==> src/bpc_pkg.sv <==
// Shared types and constants for the button press classifier.
`timescale 1ns / 1ps

package bpc_pkg;

    localparam int WindowWidth    = 10;
    localparam int ThresholdWidth = 8;
    localparam int HoldWidth      = 8;
    localparam int CountWidth     = 11;
    localparam int EventWidth     = 3;
    localparam int CfgIndexWidth  = 1;
    localparam int CfgDataWidth   = 10;

    localparam logic [HoldWidth-1:0]  HoldMax   = '1;
    localparam logic [CountWidth-1:0] CountIdle = '1;   // -1, window idle

    typedef enum logic [CfgIndexWidth-1:0] {
        REG_DOUBLE_WINDOW  = 1'b0,
        REG_LONG_THRESHOLD = 1'b1
    } cfg_index_t;

    typedef enum logic [EventWidth-1:0] {
        EV_NONE    = 3'd0,
        EV_PRESSED = 3'd1,
        EV_SHORT   = 3'd2,
        EV_DOUBLE  = 3'd3,
        EV_LONG    = 3'd4
    } event_t;

    typedef struct packed {
        logic [WindowWidth-1:0]    double_window;
        logic [ThresholdWidth-1:0] long_threshold;
    } cfg_t;

endpackage

==> src/bpc_core.sv <==
// Classifier state (hold counter, double-click countdown) and event decode.
`timescale 1ns / 1ps

module bpc_core
    import bpc_pkg::*;
(
    input  logic   clk,
    input  logic   rst_n,
    input  cfg_t   cfg,
    input  logic   sample_en,
    input  logic   pin_level,
    output event_t event_out
);

    logic [HoldWidth-1:0]         hold_reg, hold_next;
    logic signed [CountWidth-1:0] count_reg, count_next;
    logic                         second_reg, second_next;

    logic signed [CountWidth-1:0] window_ext;
    logic signed [CountWidth-1:0] count_dec;
    logic [HoldWidth-1:0]         hold_inc;
    logic                         pressed;

    assign pressed    = !pin_level;
    assign window_ext = $signed({1'b0, cfg.double_window});
    assign hold_inc   = (hold_reg == HoldMax) ? hold_reg : hold_reg + 1'b1;
    assign count_dec  = (count_reg >= 0) ? count_reg - $signed(CountWidth'(1)) : count_reg;

    always_comb
    begin
        hold_next   = hold_reg;
        count_next  = count_reg;
        second_next = second_reg;
        event_out   = EV_NONE;
        if (pressed)
        begin
            if (count_reg <= 0 || count_reg == window_ext)
            begin
                count_next = window_ext;
            end
            else
            begin
                second_next = 1'b1;
            end
            hold_next = hold_inc;
            if (hold_inc >= cfg.long_threshold)
            begin
                event_out  = EV_LONG;
                count_next = CountIdle;
            end
            else
            begin
                event_out = EV_PRESSED;
            end
        end
        else if (second_reg)
        begin
            second_next = 1'b0;
            count_next  = CountIdle;
            event_out   = EV_DOUBLE;
        end
        else
        begin
            count_next = count_dec;
            if (count_dec == 0)
            begin
                event_out  = EV_SHORT;
                count_next = CountIdle;
            end
            hold_next = '0;
        end
    end

    always_ff @(posedge clk or negedge rst_n)
    begin
        if (!rst_n)
        begin
            hold_reg   <= '0;
            count_reg  <= '0;
            second_reg <= 1'b0;
        end
        else if (sample_en)
        begin
            hold_reg   <= hold_next;
            count_reg  <= count_next;
            second_reg <= second_next;
        end
    end

    // countdown never drops below idle
    a_count_floor: assert property (@(posedge clk) disable iff (!rst_n)
        count_reg >= -1)
        else $error("double-click countdown below idle");

    a_long_idles: assert property (@(posedge clk) disable iff (!rst_n)
        sample_en && event_out == EV_LONG |=> count_reg == -1)
        else $error("long press did not idle the countdown");

    a_release_clears_hold: assert property (@(posedge clk) disable iff (!rst_n)
        sample_en && pin_level && !second_reg |=> hold_reg == '0)
        else $error("hold counter not cleared on release");

    a_hold_saturates: assert property (@(posedge clk) disable iff (!rst_n)
        sample_en && !pin_level && hold_reg == HoldMax |=> hold_reg == HoldMax)
        else $error("hold counter wrapped");

endmodule

==> src/bpc_out_stage.sv <==
// Output register holding one event until the downstream side takes it.
`timescale 1ns / 1ps

module bpc_out_stage
    import bpc_pkg::*;
(
    input  logic   clk,
    input  logic   rst_n,
    input  logic   load,
    input  event_t event_in,
    output logic   load_ready,
    output logic   out_valid,
    input  logic   out_ready,
    output event_t event_out
);

    logic   valid_reg;
    event_t event_reg;

    assign load_ready = !valid_reg || out_ready;
    assign out_valid  = valid_reg;
    assign event_out  = event_reg;

    always_ff @(posedge clk or negedge rst_n)
    begin
        if (!rst_n)
        begin
            valid_reg <= 1'b0;
        end
        else if (load_ready)
        begin
            valid_reg <= load;
        end
    end

    always_ff @(posedge clk)
    begin
        if (load && load_ready)
        begin
            event_reg <= event_in;
        end
    end

    a_hold_when_stalled: assert property (@(posedge clk) disable iff (!rst_n)
        valid_reg && !out_ready |=> valid_reg && $stable(event_reg))
        else $error("pending event lost while stalled");

    a_no_load_when_full: assert property (@(posedge clk) disable iff (!rst_n)
        valid_reg && !out_ready |-> !load_ready)
        else $error("ready raised while output stage full");

    a_load_sets_valid: assert property (@(posedge clk) disable iff (!rst_n)
        load && load_ready |=> valid_reg)
        else $error("accepted transfer produced no event");

endmodule

==> src/button_press_classifier_unit.sv <==
// Top level of the button press classifier: config registers, core and output stage.
`timescale 1ns / 1ps

// Each transfer on the slave side is one tick's pin sample (tdata bit 0, low
// means pressed); each yields exactly one event on the master side (tdata
// bits 2:0: none, pressed, short, double, long). Each accepted transfer
// updates the hold counter and the double-click countdown, and one output
// register separates the sides; throughput is one transfer per clock unless
// the master side stalls. Registers: index 0 is the double-click window in
// ticks (reset 40), index 1 the long-press threshold in ticks (reset 100);
// write them only while the block is idle.

module button_press_classifier_unit
    import bpc_pkg::*;
(
    input  logic                     clk,
    input  logic                     rst_n,

    input  logic                     cfg_we,
    input  logic [CfgIndexWidth-1:0] cfg_index,
    input  logic [CfgDataWidth-1:0]  cfg_data,

    input  logic                     s_tvalid,
    output logic                     s_tready,
    input  logic [7:0]               s_tdata,   // [0] pin_level

    output logic                     m_tvalid,
    input  logic                     m_tready,
    output logic [7:0]               m_tdata    // [2:0] event_res
);

    cfg_t   cfg_reg;
    event_t core_event;
    event_t out_event;
    logic   accept;

    always_ff @(posedge clk or negedge rst_n)
    begin
        if (!rst_n)
        begin
            cfg_reg.double_window  <= WindowWidth'(40);
            cfg_reg.long_threshold <= ThresholdWidth'(100);
        end
        else if (cfg_we)
        begin
            case (cfg_index_t'(cfg_index))
                REG_DOUBLE_WINDOW:  cfg_reg.double_window  <= cfg_data[WindowWidth-1:0];
                REG_LONG_THRESHOLD: cfg_reg.long_threshold <= cfg_data[ThresholdWidth-1:0];
                default:            ;
            endcase
        end
    end

    assign accept = s_tvalid && s_tready;

    bpc_core u_core (
        .clk       (clk),
        .rst_n     (rst_n),
        .cfg       (cfg_reg),
        .sample_en (accept),
        .pin_level (s_tdata[0]),
        .event_out (core_event)
    );

    bpc_out_stage u_out (
        .clk        (clk),
        .rst_n      (rst_n),
        .load       (s_tvalid),
        .event_in   (core_event),
        .load_ready (s_tready),
        .out_valid  (m_tvalid),
        .out_ready  (m_tready),
        .event_out  (out_event)
    );

    assign m_tdata = {5'b0, out_event};

endmodule

==> config.mk <==
export PLATFORM = sky130hd
export DESIGN_NAME = button_press_classifier_unit
export DESIGN_NICKNAME = d
export VERILOG_FILES = /design/src/bpc_pkg.sv /design/src/bpc_core.sv /design/src/bpc_out_stage.sv /design/src/button_press_classifier_unit.sv
export SDC_FILE = /design/constraint.sdc
export NUM_CORES = 1
export LEC_CHECK = 0
export BUFFER_PORTS_ARGS = -buffer_cell sky130_fd_sc_hd__buf_4
export CORE_ASPECT_RATIO = 0.75
export CORE_MARGIN = 2
export CORE_UTILIZATION = 40
export DETAILED_ROUTE_END_ITERATION = 8
export PLACE_DENSITY = 0.58
export SETUP_SLACK_MARGIN = 0.02
export SLEW_MARGIN = 20
export SYNTH_ARGS = -nofsm -noshare
export SYNTH_HDL_FRONTEND = slang
export SYNTH_HIERARCHICAL = 1
export SYNTH_SLANG_ARGS = --single-unit
==> constraint.sdc <==
create_clock -name clk -period 4.11 [get_ports clk]
set_input_delay 0.2055 -clock clk [delete_from_list [all_inputs] [get_ports clk]]
set_output_delay 0.2055 -clock clk [all_outputs]
set_load 0.01 [all_outputs]
==> flow_summary.toml, run 1 <==
[power]
peakVddDrop_v = 0.0001757
power.density_nw_per_um2 = 515.8
total_power_uw = 1581
leakagePower_uw = 0.001320

[cts]
cts.sinks = 42
post_cts_buffers = 0
clockBufferDepth = 2
cts_root_buf = "clkbuf_8"
cts_tree = "done"
clkTransAtPathRegs_ps = 80
cts_buffers = 5
htreeDepth = 2
insertion_delay_ps = 290

[worst_setup_path]
reg2reg_setup_slack_ps = 330
critPathCaptureType = "flop"
path_cells = "ha_1 -> and2_1 -> and2_1 -> and3_1 -> o21ai_0 -> o21ai_0 -> ha_1 -> and4_1 -> a21oi_1 -> o221ai_1 -> o31ai_1 -> buf_4 -> a21oi_1 -> o22a_1"
critical-path-max-stage-delay_ps = 480
crit_slowest_cell = "dfrtp_1"
crit_fanout = 14
worst_ep_required_time_ps = 4290
critical_path_class = "reg2reg"
cp_data_arrival_time_ps = 3960
reg2regPathDepth = 14
crit_path_start_kind = "flop"

[logic_synthesis]
seq_area_frac_synth = 0.3876
synthCells = 287
synth_cell_types = 61
synth_seq_cells = 42
synth_area_um2 = 2766
synth_edf_count = 3
synthFlopType = "dfrtp_1"
synth.avg_cell_area_um2 = 9.639
synthArstFlopShare = 0.9286
yosysWarnings = 6

[route]
drt_first_pass_iters = 4
avgViaCountPerCell = 5.714
post_drt_wl_per_cell_um = 16.51
ant_nets = 0
drt_iter0_markers = 143
drt_wl_total_um = 6355
drc = 0
via_count = 2200

[final_layout]
syn_to_final_growth_pct = 10.81
fin_nets = 335
layout-drive-gt1-share = 0.2060
largest_reg_flops = 18
n_antenna_cell = 0
fill_cells = 656
fin_cells = 385

[global_routing]
grt_antenna_before_repair = 0
grt_pass1_vias = 1963
grt_pass1_wl_um = 10340
grt_max_degree = 40
overflow = 0
grt_usage = 0.1724

[die]
die-width_um = 100.0
die-area_um2 = 7604
start_util = 0.4088
die_y_um = 76.02
rows = 26
ios = 34
core_um2 = 6766

[placed_design]
dp_hpwl_um = 4659
place_inst = 376
io_buffers = 21
routabilityCongestion = 0.8773
dp_slack_ps = 253.6

[sta]
clock_skew_ps = 3.712
fmax_mhz = 264.4
min_period_ps = 3782
slew_violations = 0
rsz0062_at_grt = "no"
hold_violations = 0
setup_ws_ps = 327.8
fin_crit_sh = 0.9202
max_slew_margin = 0.4708
finalSetupViolations = 0
tightest_slew_ps = 792.2
fin_tns_setup_ps = 0

[status]
status = "finished, final reports clean"

[run]
cap_violations = 0

[hold_path]
min_path_type = "in2reg"
holdPathStages = 2
-- cells by family after synthesis --
group | share of synthesized area
AO/OA/AOI/OAI | 0.1832
flip-flops | 0.3876
other | 0.001356
AND/OR/NAND/NOR | 0.1787
multiplexers | 0.09046
XOR/XNOR | 0.04432
adder cells (fa/ha/maj) | 0.04975
buffers and inverters | 0.06468
-- Yosys cell counts (3+ instances only) --
master,number,area share
nand4_1,7,0.016
nor2b_1,3,0.0068
and2_1,4,0.0090
a21oi_1,18,0.033
edfxtp_1,3,0.033
inv_1,17,0.023
nand3_1,8,0.014
o22a_1,4,0.013
nand2b_1,6,0.014
dfrtp_1,34,0.31
o21a_1,6,0.016
ha_1,11,0.050
o31ai_1,3,0.0081
o21ai_0,11,0.020
nor4_1,4,0.0090
mux2_4,10,0.054
dfstp_2,5,0.047
clkbuf_1,11,0.015
a2bb2oi_1,3,0.0095
and3_1,6,0.014
nor2_1,10,0.014
xnor2_1,12,0.038
o32ai_1,3,0.0095
nor3_1,6,0.011
buf_4,5,0.014
nand2_1,22,0.030
mux2_2,8,0.033
-- worst max-delay path: cells and delay by family, from the launching register on --
family | cells | cell delay, ps
adder cells (fa/ha/maj) | 2 | 630
AO/OA/AOI/OAI | 7 | 1460
AND/OR/NAND/NOR | 4 | 840
flip-flops | 1 | 480
buffers and inverters | 1 | 250
-- final cells by class --
cell class | count | area, um^2 | area share
multi-input cells | 211 | 1533 | 0.5000
flip-flops and latches | 42 | 1072 | 0.3498
repair buffers | 23 | 175.2 | 0.05714
well taps | 84 | 105.1 | 0.03429
clock buffers | 7 | 86.33 | 0.02816
inverters | 17 | 63.81 | 0.02082
clock inverters | 1 | 30.03 | 0.009796
-- stage by stage --
stage          utilization  instance area (um^2)  hold WS (ps)
3_5_place_dp        0.4340                  2937         215.0
4_1_cts             0.4527                  3063         109.8
5_1_grt             0.4530                  3065         127.7
6_report            0.4530                  3065         118.3
2_1_floorplan            -                  2781        -90.09
3_3_place_gp        0.4340                  2937         217.7
-- where the power goes --
part	internal [uW]	total (uW)	leakage, uW	switching [uW]
combinational	275	558	0.000777	283
clock	198	342	0.0000585	144
sequential	521	681	0.000484	161
-- path summary, 6_finish.rpt --
| path | startpoint | end |
|---|---|---|
| min | s_tvalid | u_out/out_valid$_DFFE_PN0P_ |
| min reg2reg | cfg_reg[7]$_DFFE_PN0P_ | cfg_reg[7]$_DFFE_PN0P_ |
| max reg2reg | u_core/hold_reg[0]$_DFFE_PN0P_ | u_core/count_reg[0]$_DFFE_PN0P_ |
| max in group asynchronous | rst_n | cfg_reg[13]$_DFFE_PN1P_ |
| max | u_core/hold_reg[0]$_DFFE_PN0P_ | u_core/count_reg[0]$_DFFE_PN0P_ |
| min in group asynchronous | rst_n | cfg_reg[14]$_DFFE_PN0P_ |
-- cells in the final DEF, fill, tap and decap left out, types with 2 or more instances in the layout --
master | synthesis | routed
dfrtp_1 | 34 | 34
buf_4 | 5 | 22
nand2_1 | 22 | 22
a21oi_1 | 18 | 18
inv_1 | 17 | 17
xnor2_1 | 12 | 12
o21ai_0 | 11 | 11
ha_1 | 11 | 11
mux2_4 | 10 | 10
nor2_1 | 10 | 10
mux2_2 | 8 | 8
nand3_1 | 8 | 8
nand4_1 | 7 | 7
clkbuf_8 | 0 | 6
and3_1 | 6 | 6
o21a_1 | 6 | 6
nand2b_1 | 6 | 6
nor3_1 | 6 | 6
conb_1 | 1 | 5
dfstp_2 | 5 | 5
and2_1 | 4 | 4
nor4_1 | 4 | 4
o22a_1 | 4 | 4
o31ai_1 | 3 | 3
nor2b_1 | 3 | 3
a2bb2oi_1 | 3 | 3
o32ai_1 | 3 | 3
edfxtp_1 | 3 | 3
nand3b_1 | 2 | 2
or4_1 | 2 | 2
xor2_1 | 2 | 2
or3_1 | 2 | 2
a21o_1 | 2 | 2
a41oi_1 | 2 | 2
o22ai_1 | 2 | 2
o31a_1 | 2 | 2
a211oi_1 | 2 | 2
a22o_1 | 2 | 2
-- routing by layer --
metal,vias to the layer above,part of all wire,track usage,wire length [um]
met2,74,0.40,0.2216,2565
met4,0,0.0046,0.04110,29
met5,-,0,0,0
met1,1074,0.53,0.2847,3349
li1,1050,-,-,-
met3,2,0.065,0.03945,410
-- repair_timing --
item / 4_1_cts / 5_1_grt
hold buffers: 1 / 0
gates resized for setup: 0 / 1
endpoints found under the hold margin: 34 / 0
setup endpoints to repair: 0 / 2
Power figures use the tool's default switching activity.
==> run 2, diff against run 1 <==
Settings changed: RECOVER_POWER from default to 100.
==> flow_summary.toml, run 2 (synthesized netlist as in run 1, its figures left out) <==
[route]
drt_wl_total_um = 6364
avgViaCountPerCell = 5.699
wl_met2_um = 2530
ant_nets = 0
drt_first_pass_iters = 4
drt_iter0_markers = 157
drc = 0
wl_met1_um = 3377
routed.top_layer = "met4"
post_drt_wl_per_cell_um = 16.53
met3_length_um = 426
via_count = 2194

[global_routing]
grt_antenna_before_repair = 0
grt_usage = 0.1724
overflow = 0
grt_max_degree = 40
grt_pass1_wl_um = 10340
grt_pass1_vias = 1963

[sta]
fin_crit_sh = 0.9207
clock_skew_ps = 3.841
min_period_ps = 3784
hold_violations = 0
max_slew_margin = -0.4524
tightest_slew_ps = 2179
fmax_mhz = 264.3
setup_ws_ps = 325.7
finalSetupViolations = 0
rsz0062_at_grt = "no"
slew_violations = 40
fin_tns_setup_ps = 0

[cts]
cts_root_buf = "clkbuf_8"
post_cts_buffers = 0
insertion_delay_ps = 290
cts_buffers = 5
cts.sinks = 42
cts_tree = "done"
clkTransAtPathRegs_ps = 80
clockBufferDepth = 2
htreeDepth = 2

[worst_setup_path]
critPathCaptureType = "flop"
crit_fanout = 10
worst_ep_required_time_ps = 4270
r2r-start = "u_core/hold_reg[0]$_DFFE_PN0P_"
reg2regPathDepth = 13
crit_path_start_kind = "flop"
reg2reg_setup_slack_ps = 330
cp_data_arrival_time_ps = 3940
r2r_end = "u_core/count_reg[8]$_DFFE_PN0P_"
critical_path_class = "reg2reg"

[placed_design]
place_area_um2 = 2937
dp_slack_ps = 253.6
routabilityCongestion = 0.8773
dp_hpwl_um = 4659
io_buffers = 21

[die]
core_um2 = 6766
ios = 34
start_util = 0.4088
die_y_um = 76.02
rows = 26
die-width_um = 100.0
die-area_um2 = 7604

[hold_path]
min_path_type = "in2reg"
min-delay-start = "s_tvalid"
holdPathStages = 2
holdPathEnd = "u_out/out_valid$_DFFE_PN0P_"

[power]
leakagePower_uw = 0.001250
peakVddDrop_v = 0.0001662
power.density_nw_per_um2 = 523.2
total_power_uw = 1565

[final_layout]
fin_nets = 335
largest_reg_flops = 18
final_cell_mix = "34 x dfrtp_1, 22 x nand2_1, 18 x a21oi_1"
n_antenna_cell = 0
final_common_cell = "dfrtp_1"
layout-drive-gt1-share = 0.1628
final_area_um2 = 2990
syn_to_final_growth_pct = 8.096

[status]
status = "complete, but fails checks"
violations = "max-capacitance violations, max-slew violations"

[run]
cap_violations = 1
## run 2: cell count changes in the layout (fill, tap and decap cells not counted), moves of 2 or more
cell,before,now
mux2_2,8,14
mux2_1,0,3
buf_4,22,16
mux2_4,10,1
and2_0,0,2
clkbuf_1,1,7
## run 2: timing repair
| action | in CTS | in global routing |
|---|---|---|
| gates resized for setup | 0 | 1 |
| hold endpoints to repair | 34 | 0 |
| setup endpoints to repair | 0 | 2 |
| hold buffers | 1 | 0 |
## run 2: cell type report
| class | instances | area (um^2) |
|---|---|---|
| clock inverter | 1 | 30.03 |
| inverter | 17 | 63.81 |
| multi-input combinational | 211 | 1480 |
| fill | 676 | 3776 |
| sequential | 42 | 1072 |
| timing repair buffer | 23 | 152.6 |
| clock buffer | 7 | 86.33 |
| tap | 84 | 105.1 |
## run 2: worst max-delay path, stage by stage (launching register included)
cell and delay, ps:
dfrtp_1 480, ha_1 330, and2_0 180, and2_1 190, and3_1 260, o21ai_0 220, o21ai_0 140, ha_1 310
and4_1 210, nand2_1 60, o221ai_1 520, or2_4 330, o21a_1 300, a21boi_0 130
## run 2: worst max path at each step
stage                                         startpoint                         endpoint  depth (start not counted)
after global routing      u_core/hold_reg[0]$_DFFE_PN0P_  u_core/count_reg[0]$_DFFE_PN0P_                         14
after floorplan           u_core/hold_reg[1]$_DFFE_PN0P_  u_core/count_reg[7]$_DFFE_PN0P_                         15
after detailed placement  u_core/hold_reg[0]$_DFFE_PN0P_  u_core/count_reg[6]$_DFFE_PN0P_                         13
after CTS                 u_core/hold_reg[0]$_DFFE_PN0P_  u_core/count_reg[6]$_DFFE_PN0P_                         13
final                     u_core/hold_reg[0]$_DFFE_PN0P_  u_core/count_reg[8]$_DFFE_PN0P_                         13
after global placement    u_core/hold_reg[0]$_DFFE_PN0P_  u_core/count_reg[6]$_DFFE_PN0P_                         13
## run 2: routing by layer
layer	GRT usage	vias to the layer above
met3	0.03945	2
met1	0.2847	1043
met4	0.04110	0
li1	-	1059
met2	0.2216	90
met5	0	-
## run 2: where the power goes
part | leakage (uW) | internal (uW) | switching, uW
Clock | 0.0000585 | 198 | 144
Sequential | 0.000484 | 520 | 162
Combinational | 0.000708 | 259 | 281
## run 2: metrics by stage
step                      hold WS (ps)  std cells  utilization
after global routing             125.6        385       0.4419
after floorplan                 -90.09        291            -
after global placement           217.7        376       0.4340
final                            117.7        385       0.4419
after detailed placement         215.0        376       0.4340
after CTS                        109.8        385       0.4527
==> run 3, diff against run 2 <==
==> constraint.sdc (replaced) <==
create_clock -name clk -period 4.11 [get_ports clk]
set_input_delay 0.411 -clock clk [delete_from_list [all_inputs] [get_ports clk]]
set_output_delay 0.411 -clock clk [all_outputs]
set_load 0.05 [all_outputs]
==> flow_summary.toml, run 3 (synthesized netlist as in run 1, its figures left out) <==
[status]
status = "complete, but fails checks"
violations = "max-capacitance violations, max-slew violations"

[route]
routed.top_layer = "met4"
ant_nets = 0
wl_met2_um = 2444
post_drt_wl_per_cell_um = 15.96
drt_iter0_markers = 187
wl_met1_um = 3259
met3_length_um = 421
drc = 0
avgViaCountPerCell = 5.622
via_count = 2159
drt_first_pass_iters = 5
drt_wl_total_um = 6130

[worst_setup_path]
crit_fanout = 14
cp_data_arrival_time_ps = 3960
reg2reg_setup_slack_ps = 330
critPathCaptureType = "flop"
crit_path_start_kind = "flop"
worst_ep_required_time_ps = 4290
critical_path_class = "reg2reg"

[sta]
slew_violations = 40
min_period_ps = 3781
finalSetupViolations = 0
clock_skew_ps = 6.223
fin_tns_setup_ps = 0
rsz0062_at_grt = "no"
max_slew_margin = -0.4047
fin_crit_sh = 0.9199
fmax_mhz = 264.5
tightest_slew_ps = 2107
hold_violations = 0

[hold_path]
min_path_type = "in2reg"

[global_routing]
grt_max_degree = 40
grt_pass1_wl_um = 10110
grt_antenna_before_repair = 0
grt_pass1_vias = 1896
overflow = 0
grt_usage = 0.1694

[die]
rows = 26
die_y_um = 76.02
core_um2 = 6766
die-area_um2 = 7604
ios = 34
start_util = 0.4088
die-width_um = 100.0

[final_layout]
n_antenna_cell = 0
final_common_cell = "dfrtp_1"
layout-drive-gt1-share = 0.1667
final_cell_mix = "34 x dfrtp_1, 23 x nand2_1, 18 x a21oi_1"
final_area_um2 = 2944
largest_reg_flops = 18
syn_to_final_growth_pct = 6.422
fill_cells = 690
fin_nets = 334

[placed_design]
place_area_um2 = 2937
routabilityCongestion = 0.8743
dp_hpwl_um = 4456
io_buffers = 21

[cts]
htreeDepth = 2
cts_hold_buf = 0
cts_tree = "done"
clockBufferDepth = 2
post_cts_buffers = 0
cts.sinks = 42
cts_buffers = 5
insertion_delay_ps = 300
clkTransAtPathRegs_ps = 80
cts_root_buf = "clkbuf_8"

[power]
peakVddDrop_v = 0.0002182
leakagePower_uw = 0.001229
power.density_nw_per_um2 = 509.6

[run]
cap_violations = 1
[run 3: cell types whose count changed in the layout (fill, tap and decap cells not counted), sizes merged]
cell | before | now
clkinv | 0 | 2
buf | 16 | 15
bufinv | 1 | 0
dlygate4sd3 | 1 | 0
[run 3: routing by layer]
layer / GRT usage / vias up
met5: 0 / -
met4: 0.03973 / 0
met3: 0.04220 / 2
met2: 0.2230 / 58
met1: 0.2738 / 1044
li1: - / 1055
[run 3: timing repair]
item,in CTS,in global routing
hold endpoints to repair,0,0
setup endpoints to repair,0,1
gates resized for setup,0,1
[run 3: final cells by class]
cell class	instances	area (um^2)	share of cell area
multi-input cells	211	1478	0.5019
clock inverters	2	13.76	0.004675
inverters	17	63.81	0.02167
repair buffers	22	138.9	0.04717
well taps	84	105.1	0.03570
clock buffers	6	72.57	0.02465
flip-flops and latches	42	1072	0.3642
[run 3: final timing paths]
check,end,cells after the start,startpoint
max,u_core/count_reg[0]$_DFFE_PN0P_,14,u_core/hold_reg[0]$_DFFE_PN0P_
min,u_out/out_valid$_DFFE_PN0P_,2,s_tvalid
max reg2reg,u_core/count_reg[0]$_DFFE_PN0P_,14,u_core/hold_reg[0]$_DFFE_PN0P_
min reg2reg,cfg_reg[7]$_DFFE_PN0P_,1,cfg_reg[7]$_DFFE_PN0P_
max in group asynchronous,u_core/hold_reg[1]$_DFFE_PN0P_,1,rst_n
min in group asynchronous,cfg_reg[16]$_DFFE_PN0P_,1,rst_n
[run 3: per-stage QoR]
stage	hold slack (ps)	util	std cells	setup slack, ps	total power, uW
detailed placement	419.0	0.4340	376	261.8	1252
global route	330.1	0.4351	384	15.56	1627
finish	321.3	0.4351	384	329.1	1500
CTS	91.66	0.4467	384	235.3	1526
floorplan	115.4	-	291	644.2	1118
global placement	424.0	0.4340	376	339.2	1249
[run 3: power by group]
part / total (uW) / internal [uW] / switching (uW) / leakage (uW)
logic: 556 / 258 / 297 / 0.000700
clock network: 266 / 120 / 146 / 0.0000452
registers: 678 / 520 / 158 / 0.000484
[run 3: worst max-delay path, cell delays in order (launching register included)]
cell and delay (ps):
dfrtp_1 480, ha_1 340, and2_0 180, and2_1 190
and3_1 260, o21ai_0 220, o21ai_0 140, ha_1 300
and4_1 220, a21oi_1 150, o221ai_1 300, o31ai_1 320
buf_4 250, a21oi_1 80, o22a_1 240
